--- src/cl3_pkg.sv ---
// ----------------------------------------------------------------------------
// cl3_pkg
// Shared types, constants and helpers for the 3x3 convolution filter.
// ----------------------------------------------------------------------------
package cl3_pkg;

	// default frame size limits
	localparam int MAX_WIDTH_DEF  = 1024;
	localparam int MAX_HEIGHT_DEF = 1024;

	// field and register widths
	localparam int PIX_W      = 8;
	localparam int POS_W      = 10;
	localparam int CFG_SIZE_W = 11;
	localparam int ROW_REG_W  = 24;
	localparam int TAPS       = 3;

	// reset frame size
	localparam int WIDTH_RST  = 640;
	localparam int HEIGHT_RST = 480;
	localparam int MIN_SIZE   = 3;

	// arithmetic widths: 9-bit signed pixel times 8-bit tap, three per row
	localparam int PROD_W    = 17;
	localparam int ROW_SUM_W = 18;
	localparam int SUM_W     = 20;

	// fixed Laplacian taps
	localparam int LAP_CENTER = 4;
	localparam int LAP_EDGE   = -1;

	// output scale sum*128/400 reduces to sum*8/25
	localparam int SCALE_NUM   = 128;
	localparam int SCALE_DEN   = 400;
	localparam int SCALE_GCD   = 16;
	localparam int SCALE_MUL   = SCALE_NUM / SCALE_GCD;
	localparam int SCALE_DIV   = SCALE_DEN / SCALE_GCD;
	localparam int OUT_OFFSET  = 127;
	localparam int RECIP_SHIFT = 24;
	localparam int RECIP_MUL   = (1 << RECIP_SHIFT) / SCALE_DIV;
	localparam int RECIP_W     = 20;
	localparam int MAG_W       = 22;
	localparam int QUO_W       = MAG_W + RECIP_W - RECIP_SHIFT;

	// register map
	typedef enum logic [2:0] {
		REG_KERNEL_MODE   = 3'd0,
		REG_KERNEL_TOP    = 3'd1,
		REG_KERNEL_MIDDLE = 3'd2,
		REG_KERNEL_BOTTOM = 3'd3,
		REG_IMAGE_WIDTH   = 3'd4,
		REG_IMAGE_HEIGHT  = 3'd5
	} reg_idx_t;

	typedef logic signed [7:0] coef_t;
	typedef coef_t [TAPS-1:0] coef_row_t;

	// line store strobes
	typedef struct packed {
		logic rd;      // transaction accepted: read both stores, write middle
		logic wr_top;  // item in stage 1 moves on: write top store
	} lb_ctrl_t;

	// taps of one window row, left tap at index 0
	function automatic coef_row_t row_coefs(input logic mode, input int unsigned row,
			input logic [ROW_REG_W-1:0] rr);
		coef_row_t rc;
		if (mode) begin
			for (int k = 0; k < TAPS; k++) begin
				rc[k] = coef_t'(rr[8*k +: 8]);
			end
		end else if (row == 1) begin
			rc[0] = coef_t'(LAP_EDGE);
			rc[1] = coef_t'(LAP_CENTER);
			rc[2] = coef_t'(LAP_EDGE);
		end else begin
			rc[0] = '0;
			rc[1] = coef_t'(LAP_EDGE);
			rc[2] = '0;
		end
		return rc;
	endfunction

endpackage

--- src/cl3_scale.sv ---
// ----------------------------------------------------------------------------
// cl3_scale
// Scales the window sum by 8/25 toward zero and adds the output offset.
// ----------------------------------------------------------------------------
module cl3_scale import cl3_pkg::*; (
	input  logic                    clk,
	input  logic                    adv,
	input  logic signed [SUM_W-1:0] total,
	output logic [PIX_W-1:0]        pixel
);

	localparam int PW = MAG_W + RECIP_W;

	logic [SUM_W-1:0] abs_val;
	logic [MAG_W-1:0] mag_s3;
	logic             neg_s3;
	logic [PW-1:0]    prod;
	logic [QUO_W-1:0] quo_s4;
	logic [MAG_W-1:0] mag_s4;
	logic             neg_s4;
	logic [MAG_W-1:0] rem;
	logic [QUO_W-1:0] quo;
	logic [PIX_W-1:0] quo8;
	logic [PIX_W-1:0] sgn8;

	// magnitude times the reduced numerator
	assign abs_val = total[SUM_W-1] ? SUM_W'(-total) : SUM_W'(total);

	always_ff @(posedge clk) begin
		if (adv) begin
			mag_s3 <= MAG_W'(abs_val) * MAG_W'(SCALE_MUL);
			neg_s3 <= total[SUM_W-1];
		end
	end

	// reciprocal estimate, low by at most one
	assign prod = PW'(mag_s3) * PW'(RECIP_MUL);

	always_ff @(posedge clk) begin
		if (adv) begin
			quo_s4 <= prod[RECIP_SHIFT +: QUO_W];
			mag_s4 <= mag_s3;
			neg_s4 <= neg_s3;
		end
	end

	// correct estimate, restore sign, offset and wrap to 8 bits
	always_comb begin
		rem  = mag_s4 - MAG_W'(quo_s4) * MAG_W'(SCALE_DIV);
		quo  = (rem >= MAG_W'(SCALE_DIV)) ? quo_s4 + QUO_W'(1) : quo_s4;
		quo8 = quo[PIX_W-1:0];
		sgn8 = neg_s4 ? PIX_W'(-quo8) : quo8;
		pixel = sgn8 + PIX_W'(OUT_OFFSET);
	end

endmodule

--- config.mk ---
export PLATFORM = sky130hd
export DESIGN_NAME = cl3_scale
export DESIGN_NICKNAME = d
export VERILOG_FILES = /design/src/cl3_pkg.sv /design/src/cl3_scale.sv
export SDC_FILE = /design/constraint.sdc
export NUM_CORES = 1
export LEC_CHECK = 0
export ABC_AREA = 1
export ABC_CLOCK_PERIOD_IN_PS = 5800
export BUFFER_PORTS_ARGS = -buffer_cell sky130_fd_sc_hd__buf_4
export CAP_MARGIN = 5
export CELL_PAD_IN_SITES_DETAIL_PLACEMENT = 1
export CELL_PAD_IN_SITES_GLOBAL_PLACEMENT = 1
export CORE_MARGIN = 4
export CORE_UTILIZATION = 25
export CTS_CLUSTER_DIAMETER = 200
export DETAILED_ROUTE_END_ITERATION = 8
export PLACE_DENSITY = 0.52
export REMOVE_ABC_BUFFERS = 1
export SYNTH_ARGS = -nofsm -noshare
export SYNTH_HDL_FRONTEND = slang
export SYNTH_SLANG_ARGS = --single-unit
--- constraint.sdc ---
create_clock -name clk -period 5.8 [get_ports clk]
set_clock_uncertainty 0.05 [all_clocks]
set_input_delay 0.29 -clock clk [delete_from_list [all_inputs] [get_ports clk]]
set_output_delay 0.29 -clock clk [all_outputs]
set_load 0.03 [all_outputs]
==> key figures <==
STA
  • Hold Violations, Final: 0
  • RSZ-0062 raised after global routing: yes
  • Worst hold slack: 0.08194 ns
  • Tightest Pin Transition: 0.7970 ns
  • Setup Viol. Count Final: 0
  • Headroom to the max-slew limit: 0.4686
  • Post-route minimum period: 5.513 ns
  • Max-slew violations: 0
  • Tcrit/Tclk final: 0.9505
  • Peak Freq: 181.4 MHz

Layout
  • Non-Filler Cell Area, Final: 0.01297 mm2
  • Area occupied by multi-input gates: 0.008522 mm2
  • Share of the core filled with cells: 0.2921
  • Net count of the finished layout: 1711
  • # diodes: 0
  • Area used by sequential logic in the layout: 0.001742 mm2
  • Fill cells: 5200
  • Fraction of final layout cells sized beyond drive strength 1: 0.1133
  • Area added between synthesis and finish: 15.21%

Outcome
  • Run status: finished clean

Drt
  • DRC viols: 0
  • Count of antenna-violating nets left after detailed routing: 0
  • Average wire per cell in the routed design: 14.61 um
  • Via density per instance: 4.188
  • Detailed-route wire length: 27850 um
  • Number of vias after detailed routing: 7986
  • Router iterations before antenna repair: 4
  • Drt first-iter violations: 245

Clock tree
  • H-Tree Depth: 3
  • CTS Hold Bufs: 0
  • Clock root cell: clkbuf_16
  • Number of buffers between clock root and the deepest sink: 2
  • TritonCTS sink count: 58
  • CTS tree: built
  • Clock Latency Late Sink: 0.34 ns
  • Clock slew seen by the registers of the worst setup and hold paths: 0.05 ns
  • Clock buffer count from CTS: 9

Floorplanning
  • Core area: 0.04441 mm2
  • Area of the die: 0.04850 mm2
  • Standard-cell row count: 77
  • Chip Width: 220.2 um
  • Starting density of the core: 0.2535
  • Number of top-level design ports: 30
  • Die Y-Extent: 220.2 um

Setup path
  • CP Class: flop to flop
  • Arrival time of the worst setup path: 5.55 ns
  • Crit end category: flop
  • Critical Path Start Type: flop
  • Critical Path Fanout Max: 7
  • WP data required: 5.84 ns

Yosys
  • Mean instance size in the synthesized netlist: 9.169 um2
  • Sequential element share of the synthesized area: 0.1547
  • Cell Area, Synth: 0.01126 mm2
  • Synth Register Bits: 58
  • Mapped Cells: 1228
  • Distinct cell type count after synthesis: 36
  • Yosys warnings: 0

Global routing
  • Number of antenna violations at the first check in global routing: 0
  • Number of global-route vias before repair: 8879
  • Total Routing Usage GR: 0.1207
  • Remaining global-route overflow: 0
  • First-pass GRT wire length: 46360 um
  • Maximum number of pins on one net before global-route repair: 59

Placement
  • Placed inst area: 0.01237 mm2
  • Total half-perimeter wirelength after legalization and detailed placement: 25080 um
  • Port buffer count: 29
  • Placer congestion estimate: 0.8322

Min path
  • Worst hold path type: input pin to flop

Flow run
  • Max Cap Violations: 0
[worst max-delay path, stage by stage (launching register included)]
cell and delay (ns):
edfxtp_1 0.45, buf_4 0.23, fa_1 0.46, ha_1 0.35
fa_1 0.52, inv_1 0.06, fa_1 0.50, fa_1 0.53
fa_1 0.55, inv_1 0.04, ha_1 0.38, nand2_2 0.10
nor2_1 0.16, nand2_1 0.08, o21ai_0 0.48, a21oi_1 0.17
xnor2_1 0.15
[layout by cell type, fill, tap and decap left out, types with 2 or more instances in the layout]
| cell | netlist | routed |
|---|---|---|
| ha_1 | 223 | 213 |
| nand3_1 | 47 | 44 |
| xnor2_1 | 18 | 18 |
| nor3_1 | 10 | 9 |
| nor2_4 | 3 | 4 |
| xor2_1 | 30 | 30 |
| a21oi_1 | 51 | 46 |
| nand2_1 | 194 | 189 |
| ha_4 | 0 | 5 |
| clkbuf_16 | 0 | 9 |
| ha_2 | 0 | 5 |
| nand3b_1 | 6 | 6 |
| nor3_2 | 1 | 2 |
| nand4_1 | 9 | 9 |
| nor2_1 | 50 | 45 |
| nor4_1 | 2 | 2 |
| o21ai_0 | 22 | 19 |
| o21a_1 | 4 | 4 |
| a21oi_2 | 1 | 6 |
| edfxtp_1 | 58 | 58 |
| a21boi_0 | 3 | 3 |
| inv_2 | 5 | 6 |
| nor2_2 | 6 | 10 |
| nand2_4 | 2 | 3 |
| fa_1 | 155 | 155 |
| inv_1 | 295 | 295 |
| clkinv_1 | 3 | 5 |
| buf_4 | 0 | 74 |
| o21bai_1 | 4 | 4 |
| nand3_2 | 5 | 8 |
| o21ai_1 | 0 | 3 |
| nand2_2 | 10 | 14 |
| and2_1 | 2 | 2 |
[worst paths after layout]
| path | cells past startpoint | to | slack, ns | startpoint |
|---|---|---|---|---|
| setup / recovery | 16 | quo_s4[12] | 0.29 | mag_s3[14] |
| hold / removal | 1 | mag_s3[3] | 0.08 | total[0] |
| setup reg to reg | 16 | quo_s4[12] | 0.29 | mag_s3[14] |
| hold reg to reg | 0 | neg_s4 | 0.47 | neg_s3 |
[stage by stage]
stage               cells  worst slack, ns  setup TNS, ns
finish               1907           0.2872              0
global route         1907         -0.04582       -0.04582
CTS                  1885          0.01067              0
detailed placement   1868          0.07173              0
global placement     1868           0.1661              0
floorplan            1226           0.3955              0
[final cells by class]
| cell class | count | area share |
|---|---|---|
| flip-flops and latches | 58 | 0.1343 |
| multi-input cells | 865 | 0.6569 |
| clock buffers | 10 | 0.01765 |
| well taps | 592 | 0.05710 |
| repair buffers | 74 | 0.04282 |
| inverters | 303 | 0.08767 |
| clock inverters | 5 | 0.003569 |
[cell families (layout without fill, tap and decap cells)]
family,after synthesis,in the layout,share of synthesized area
xor gates and xnor gates,48,48,0.03734
AOI/OAI and AO/OA,90,90,0.04401
buffers and inverters,305,392,0.1017
DFF,58,58,0.1547
and+or+nand+nor,349,349,0.1389
adders and majority gates,378,378,0.5234
[registers in the layout, indices dropped and copies added (netlist names)]
name / flops
mag_s3: 19
mag_s4: 19
neg_s3: 1
neg_s4: 1
quo_s4: 18
[layer usage]
metal	global-route usage	vias up	routed length, um
li1	-	4029	-
met1	0.1678	3902	13550
met2	0.2098	42	13780
met3	0.009063	13	301
met4	0.01989	0	217
met5	0	-	0
[repair_timing]
action	in CTS	in global routing
buffers inserted	2	22
setup endpoints to repair	2	9
resized for setup	4	35
pin swaps	1	13
[cells in the mapped netlist]
cell      count  area [um2]
o211ai_1      1       7.510
nand4_1       9       56.30
nand2_1     194       728.2
a21boi_0      3       22.52
a31oi_1       1       6.260
o221ai_1      1       8.760
nand2_2      10       62.56
nor3b_1       1       7.510
inv_2         5       18.77
nand3b_1      6       45.04
nand3_2       5       50.05
and2_1        2       12.51
nor3_1       10       50.05
nand3_1      47       235.2
a21o_1        1       7.510
nor2_4        3       33.78
nor4_1        2       12.51
xnor2_1      18       157.7
nor3_2        1       10.01
o21ai_0      22       110.1
nor2_1       50       187.7
a21oi_1      51       255.2
ha_1        223        2790
a21oi_2       1       8.760
clkinv_1      3       11.26
a311oi_1      1       8.760
xor2_1       30       262.8
o21bai_1      4       30.03
nand2_4       2       22.52
fa_1        155        3103
edfxtp_1     58        1742
nand4_2       1       12.51
o21a_1        4       30.03
inv_1       295        1107
nor2_2        6       37.54
clkbuf_1      2       7.510
Power is left out: the tool's default activity adds up to more than one toggle a clock period on the data nets, which glitch-free logic cannot reach.
