==> config.mk <==
export PLATFORM = sky130hd
export DESIGN_NAME = cl3_row_cell
export DESIGN_NICKNAME = d
export VERILOG_FILES = /design/src/cl3_pkg.sv /design/src/cl3_row_cell.sv
export SDC_FILE = /design/constraint.sdc
export NUM_CORES = 1
export LEC_CHECK = 0
export BUFFER_PORTS_ARGS = -buffer_cell sky130_fd_sc_hd__buf_2
export CAP_MARGIN = 20
export CORE_MARGIN = 5
export CORE_UTILIZATION = 55
export CTS_BUF_LIST = sky130_fd_sc_hd__clkbuf_8
export DETAILED_ROUTE_END_ITERATION = 6
export PLACE_DENSITY = 0.81
export SYNTH_ARGS = -nofsm -noshare
export SYNTH_HDL_FRONTEND = slang
export SYNTH_SLANG_ARGS = --single-unit
==> constraint.sdc <==
create_clock -name clk -period 18.05 [get_ports clk]
set_clock_uncertainty 0.15 [all_clocks]
set_input_delay 4.5125 -clock clk [delete_from_list [all_inputs] [get_ports clk]]
set_output_delay 4.5125 -clock clk [all_outputs]
set_load 0.1 [all_outputs]
==> src/cl3_pkg.sv <==
// ----------------------------------------------------------------------------
// cl3_pkg
// Shared types, constants and helpers for the 3x3 convolution filter.
// ----------------------------------------------------------------------------
package cl3_pkg;

	// default frame size limits
	localparam int MAX_WIDTH_DEF  = 1024;
	localparam int MAX_HEIGHT_DEF = 1024;

	// field and register widths
	localparam int PIX_W      = 8;
	localparam int POS_W      = 10;
	localparam int CFG_SIZE_W = 11;
	localparam int ROW_REG_W  = 24;
	localparam int TAPS       = 3;

	// reset frame size
	localparam int WIDTH_RST  = 640;
	localparam int HEIGHT_RST = 480;
	localparam int MIN_SIZE   = 3;

	// arithmetic widths: 9-bit signed pixel times 8-bit tap, three per row
	localparam int PROD_W    = 17;
	localparam int ROW_SUM_W = 18;
	localparam int SUM_W     = 20;

	// fixed Laplacian taps
	localparam int LAP_CENTER = 4;
	localparam int LAP_EDGE   = -1;

	// output scale sum*128/400 reduces to sum*8/25
	localparam int SCALE_NUM   = 128;
	localparam int SCALE_DEN   = 400;
	localparam int SCALE_GCD   = 16;
	localparam int SCALE_MUL   = SCALE_NUM / SCALE_GCD;
	localparam int SCALE_DIV   = SCALE_DEN / SCALE_GCD;
	localparam int OUT_OFFSET  = 127;
	localparam int RECIP_SHIFT = 24;
	localparam int RECIP_MUL   = (1 << RECIP_SHIFT) / SCALE_DIV;
	localparam int RECIP_W     = 20;
	localparam int MAG_W       = 22;
	localparam int QUO_W       = MAG_W + RECIP_W - RECIP_SHIFT;

	// register map
	typedef enum logic [2:0] {
		REG_KERNEL_MODE   = 3'd0,
		REG_KERNEL_TOP    = 3'd1,
		REG_KERNEL_MIDDLE = 3'd2,
		REG_KERNEL_BOTTOM = 3'd3,
		REG_IMAGE_WIDTH   = 3'd4,
		REG_IMAGE_HEIGHT  = 3'd5
	} reg_idx_t;

	typedef logic signed [7:0] coef_t;
	typedef coef_t [TAPS-1:0] coef_row_t;

	// line store strobes
	typedef struct packed {
		logic rd;      // transaction accepted: read both stores, write middle
		logic wr_top;  // item in stage 1 moves on: write top store
	} lb_ctrl_t;

	// taps of one window row, left tap at index 0
	function automatic coef_row_t row_coefs(input logic mode, input int unsigned row,
			input logic [ROW_REG_W-1:0] rr);
		coef_row_t rc;
		if (mode) begin
			for (int k = 0; k < TAPS; k++) begin
				rc[k] = coef_t'(rr[8*k +: 8]);
			end
		end else if (row == 1) begin
			rc[0] = coef_t'(LAP_EDGE);
			rc[1] = coef_t'(LAP_CENTER);
			rc[2] = coef_t'(LAP_EDGE);
		end else begin
			rc[0] = '0;
			rc[1] = coef_t'(LAP_EDGE);
			rc[2] = '0;
		end
		return rc;
	endfunction

endpackage

==> src/cl3_row_cell.sv <==
// ----------------------------------------------------------------------------
// cl3_row_cell
// One window row: two column taps, three products and a running sum link.
// ----------------------------------------------------------------------------
module cl3_row_cell import cl3_pkg::*; (
	input  logic                    clk,
	input  logic                    arst_n,
	input  logic                    adv,
	input  logic                    shift,
	input  logic [PIX_W-1:0]        pix_in,
	input  coef_row_t               coefs,
	input  logic signed [SUM_W-1:0] psum_in,
	output logic signed [SUM_W-1:0] psum_out
);

	logic [PIX_W-1:0]            tap0_q;
	logic [PIX_W-1:0]            tap1_q;
	logic [PIX_W-1:0]            win [TAPS];
	logic signed [PROD_W-1:0]    prod [TAPS];
	logic signed [ROW_SUM_W-1:0] row_sum;
	logic signed [ROW_SUM_W-1:0] row_sum_s2;

	// window columns c-2, c-1
	always_ff @(posedge clk or negedge arst_n) begin
		if (!arst_n) begin
			tap0_q <= '0;
			tap1_q <= '0;
		end else if (shift) begin
			tap0_q <= tap1_q;
			tap1_q <= pix_in;
		end
	end

	// weighted row sum
	always_comb begin
		win[0] = tap0_q;
		win[1] = tap1_q;
		win[2] = pix_in;
		row_sum = '0;
		for (int k = 0; k < TAPS; k++) begin
			prod[k] = $signed({1'b0, win[k]}) * coefs[k];
			row_sum = row_sum + ROW_SUM_W'(prod[k]);
		end
	end

	always_ff @(posedge clk) begin
		if (adv) begin
			row_sum_s2 <= row_sum;
		end
	end

	// add to the partial sum coming down the chain
	assign psum_out = psum_in + SUM_W'(row_sum_s2);

endmodule

==> results of run 1 <==
==> registers in the layout (all words and copies together), names as in the netlist <==
register and cells:
row_sum_s2 18, tap0_q 8, tap1_q 8
==> area by class of cell <==
| cell class | instances | area [sq um] |
|---|---|---|
| Multi-Input combinational cell | 717 | 7460 |
| Antenna cell | 1 | 2.50 |
| Tap cell | 225 | 282 |
| Clock buffer | 5 | 68.8 |
| Sequential cell | 34 | 941 |
| Inverter | 255 | 957 |
| Timing Repair Buffer | 75 | 375 |
| Clock inverter | 3 | 12.5 |
| Fill cell | 1481 | 6960 |
==> path summary, 6_finish.rpt <==
path                                            end             startpoint
setup / recovery                       psum_out[14]             psum_in[0]
hold / removal                tap1_q[0]$_DFFE_PN0P_  tap1_q[0]$_DFFE_PN0P_
setup reg to reg           row_sum_s2[17]$_DFFE_PP_  tap0_q[7]$_DFFE_PN0P_
hold reg to reg               tap1_q[0]$_DFFE_PN0P_  tap1_q[0]$_DFFE_PN0P_
max in group asynchronous     tap0_q[0]$_DFFE_PN0P_                 arst_n
min in group asynchronous     tap0_q[3]$_DFFE_PN0P_                 arst_n
==> per-stage QoR <==
stage / cells / util [%] / worst slack (ps) / hold WS (ps)
2_1_floorplan: 1024 / - / 5310 / 434
3_3_place_gp: 1306 / 58.7 / 6640 / 558
3_5_place_dp: 1306 / 58.7 / 6540 / 570
4_1_cts: 1314 / 59.2 / 6540 / 591
5_1_grt: 1314 / 59.2 / 6370 / 641
6_report: 1315 / 59.2 / 6530 / 596
==> cell usage after synthesis (8+ instances only) <==
cell,instances
mux2_2,16
edfxtp_1,18
xnor2_1,20
a211oi_1,8
o211ai_1,8
clkbuf_1,13
xor2_1,8
and2_1,105
inv_1,254
ha_1,126
nand3_1,10
nand2_1,85
nor2_1,39
nor3_1,8
a21oi_1,28
a21o_1,12
nand2b_1,10
dfrtp_1,16
o21ai_0,12
fa_1,166
==> layer usage <==
metal / up-vias / routed length, um / GRT usage, %
li1: 3294 / - / -
met5: - / 0 / 0
met2: 197 / 10300 / 36.5
met1: 3507 / 8410 / 28.5
met4: 0 / 442 / 5.81
met3: 26 / 1060 / 2.92
==> cells by family after synthesis <==
logic type,count (synthesis),share of synthesized area [%]
flops,34,9.96
simple gates,278,15.0
xor+xnor,28,2.60
compound gates,102,7.47
mux,17,2.01
fa+ha+maj,292,51.9
buf+inv,273,11.1
==> worst reg2reg max path, delay by kind of cell (launching register included) <==
kind	cells	cell delay (ps)
and+or+nand+nor	3	420
DFF	1	560
adders and majority gates	8	3950
buffers and inverters	5	270
AOI/OAI and AO/OA	3	900
==> impl_metrics.toml, run 1 <==
[logic_synthesis]
syn-instance-count = 1024
yosys.cell_types.count = 58
seq_area_frac_synth_pct = 9.96
yosysWarnings = 0
synth.top_cell.area_share_pct = 35.2
async_reset_ff_share_pct = 47.1
synth_edf_count = 18
syn_area_per_cell_sq_um = 9.22
synth_area_leaders = "fa_1, ha_1, inv_1"
yosysTopAreaCell = "fa_1"
synthesis.nets = 1372
synth-seq-cells = 34
syn_area_sq_um = 9440
synth-main-ff-cell = "edfxtp_1"

[route]
drt_iter0_markers = 428
drcViolationCount = 0
drtAntennaViolNets = 0
routedWlPerCell_um = 15.4
vias_per_cell = 5.34
vias = 7024
dr.pass1.iters = 5
routed_wl_um = 20200

[final_layout]
finalInstanceArea_sq_um = 10100
areaGrowthSynthToFinish_pct = 6.93
nets = 1436
final_common_cell = "inv_1"
layout-drive-gt1-share_pct = 9.83
final_cell_mix = "inv_1, fa_1, ha_1, and2_1, nand2_1"

[clock_tree]
cts_tree = "built"
cts_resized = 0
cts_root_buffer = "clkbuf_8"
insertion_delay_ps = 310
htree_levels = 2
clk_pin_slew_ps = 60
clock_path_buffers = 2
cts_setup_buffers = 0
cts.sinks = 34
numCtsBuffers = 5
cts_hold_buf = 0

[floorplanning]
coreArea_sq_um = 17100
io_pins = 76
dieHeight_um = 141
rows = 48
die_w_um = 141
dieArea_sq_um = 19900
start_util_pct = 55.4

[timing]
max_freq_mhz = 86.8
setup_tns_ps = 0
setup_violations = 0
fin_crit_sh_pct = 63.8
slew_viol_final = 0
finalCriticalPeriod_ps = 11520
rsz0062_at_grt = "no"
tightest_slew_ps = 526
slew_headroom_pct = 64.7
finalHoldViolations = 0

[global_routing]
grt_max_degree = 19
grt_pass1_vias = 7237
grt-ovfl-total = 0
antenna_found_initial = 0
grt_pass1_wl_um = 34100
grt_usage_pct = 21.3

[critical_path]
crit_family = "compound AO/OA/AOI/OAI gates"
end_kind = "primary output"
max_stage_delay_ps = 460
path_buf_inv = 3
path_depth = 10
crit_top_cell = "buf_2"
crit_chain = "buf_2, ha_1, inv_1, fa_1, nor2b_1, o2111ai_2, a21oi_1, nor3_1, a211oi_1, buf_2"
worstSetupPathType = "primary input to primary output"
r2r_setup_slack_ps = 11530
rr_worst_depth = 19
cp.arrival_ps = 6850
slowest_stage = "buf_2"
cp-start-kind = "primary input"
critical_path_required_ps = 13390
crit_fanout = 5

[flow_run]
cap_violations = 0

[hold_path]
holdPathStages = 1
hp-class = "register to register"

[placement]
portBuffers = 75
dp_hpwl_um = 17500
routabilityCongestion = 0.888
dpl_cell_area_sq_um = 10000

[outcome]
status = "finished clean"
Power of run 1 is not shown: default switching activity piles up to over one toggle a cycle in this logic, so the estimate is an artifact.
==> run 2, diff against run 1 <==
==> constraint.sdc (replaced) <==
create_clock -name clk -period 10.7 [get_ports clk]
set_clock_uncertainty 0.15 [all_clocks]
set_input_delay 2.675 -clock clk [delete_from_list [all_inputs] [get_ports clk]]
set_output_delay 2.675 -clock clk [all_outputs]
set_load 0.1 [all_outputs]
==> impl_metrics.toml, run 2 (synthesis results as in run 1) <==
[outcome]
status = "finished clean"

[critical_path]
r2r_setup_slack_ps = 4250
max_stage_delay_ps = 530
crit_fanout = 9
crit_top_cell = "fa_1"
r2r-end = "row_sum_s2[17]$_DFFE_PP_"
rr_startpoint = "tap0_q[7]$_DFFE_PN0P_"
rr_worst_depth = 19
worstSetupPathType = "primary input to register"
cp-start-kind = "primary input"
crit_chain = "buf_2, clkinv_1, nor2_1, fa_1, inv_1, fa_1, fa_1, fa_1, inv_1, fa_1, fa_1, inv_1, fa_1, inv_1, ha_1, and2_1, a221oi_2, a211oi_1, nor4_1, a2bb2oi_1"
cp-endpoint = "row_sum_s2[17]$_DFFE_PP_"
path_depth = 20
crit_family = "adder cells"
cp-startpoint = "coefs[7]"
slowest_stage = "fa_1"
cp.arrival_ps = 8480
end_kind = "register"
critical_path_required_ps = 10710
path_buf_inv = 6

[timing]
finalHoldViolations = 0
tightest_slew_ps = 478
slew_headroom_pct = 68.1
setup_tns_ps = 0
finalCriticalPeriod_ps = 8480
slew_viol_final = 0
fin_crit_sh_pct = 79.2
rsz0062_at_grt = "no"
setup_violations = 0
max_freq_mhz = 118

[floorplanning]
dieHeight_um = 141
coreArea_sq_um = 17100
dieArea_sq_um = 19900
start_util_pct = 55.4
io_pins = 76
die_w_um = 141
rows = 48

[global_routing]
globalRouteMet3Util_pct = 2.65
grt_pass1_vias = 7423
grt_usage_pct = 21.8
grt_max_degree = 19
met1_usage_pct = 28.5
grt-ovfl-total = 0
busiest_layer = "met2"
grtUsageMet2_pct = 37.6
antenna_found_initial = 0
grt_pass1_wl_um = 34800

[placement]
portBuffers = 75
routabilityCongestion = 0.898
dp_hpwl_um = 17800

[clock_tree]
cts_hold_buf = 0
cts.sinks = 34
cts_tree = "built"
cts_setup_buffers = 0
cts_resized = 0
clock_path_buffers = 2
clk_pin_slew_ps = 80
numCtsBuffers = 5
cts_root_buffer = "clkbuf_8"
insertion_delay_ps = 310
htree_levels = 2

[route]
drtAntennaViolNets = 0
vias_per_cell = 5.38
routed_wl_um = 20600
drcViolationCount = 0
drt_iter0_markers = 431
vias = 7069
dr.pass1.iters = 5
routedWlPerCell_um = 15.7

[final_layout]
final_common_cell = "inv_1"
areaGrowthSynthToFinish_pct = 6.90
reg_top3 = "row_sum_s2: 18 flops, tap0_q: 8 flops, tap1_q: 8 flops"
nets = 1436
largest_register_ffs = 18
top_register = "row_sum_s2"
final_cell_mix = "inv_1, fa_1, ha_1, and2_1, nand2_1"
diodes = 0
layout-drive-gt1-share_pct = 9.83

[hold_path]
holdPathStages = 1
hp-class = "register to register"

[flow_run]
cap_violations = 0
## run 2: cell types whose count changed in the layout (fill, tap and decap cells not counted)
cell / previous run / this run
diode_2: 1 / 0
## run 2: worst min-delay path by stage
stage	startpoint	slack, ps	endpoint
detailed placement	tap1_q[0]$_DFFE_PN0P_	570	tap1_q[0]$_DFFE_PN0P_
global route	tap1_q[0]$_DFFE_PN0P_	640	tap1_q[0]$_DFFE_PN0P_
floorplan	tap0_q[0]$_DFFE_PN0P_	430	tap0_q[0]$_DFFE_PN0P_
finish	tap1_q[0]$_DFFE_PN0P_	600	tap1_q[0]$_DFFE_PN0P_
global placement	tap1_q[0]$_DFFE_PN0P_	570	tap1_q[0]$_DFFE_PN0P_
CTS	tap1_q[0]$_DFFE_PN0P_	590	tap1_q[0]$_DFFE_PN0P_
## run 2: metal layers
metal  part of all wire, %  wire (um)  vias up
met5                     0          0        -
met4                   4.0        819        0
met3                   6.0       1240       59
met2                    50      10300      232
met1                    40       8180     3483
li1                      -          -     3295
## run 2: area by class of cell
type	instances	area (sq um)
inverters	255	957
well taps	225	282
flip-flops and latches	34	941
repair buffers	75	375
multi-input cells	717	7460
clock inverters	3	12.5
clock buffers	5	68.8
fillers	1458	6960
## run 2: per-stage QoR
step                area, sq um  setup WS (ps)  utilization (%)  instances  hold WS (ps)
global route              10100           1870             59.2       1314           637
floorplan                  9440           1630                -       1024           434
global placement          10000           2150             58.7       1306           571
CTS                       10100           2230             59.2       1314           589
detailed placement        10000           1950             58.7       1306           566
finish                    10100           2220             59.2       1314           604
## run 2: worst reg2reg max path, stage by stage (launching register included)
cell	delay (ps)
dfrtp_1	570
nand2_1	170
fa_1	560
inv_1	60
fa_1	530
inv_1	50
fa_1	490
fa_1	510
inv_1	50
fa_1	500
fa_1	530
inv_1	60
fa_1	470
inv_1	40
ha_1	330
and2_1	220
a221oi_2	360
a211oi_1	190
nor4_1	250
a2bb2oi_1	210
Power of run 2 is left out for the same reason.
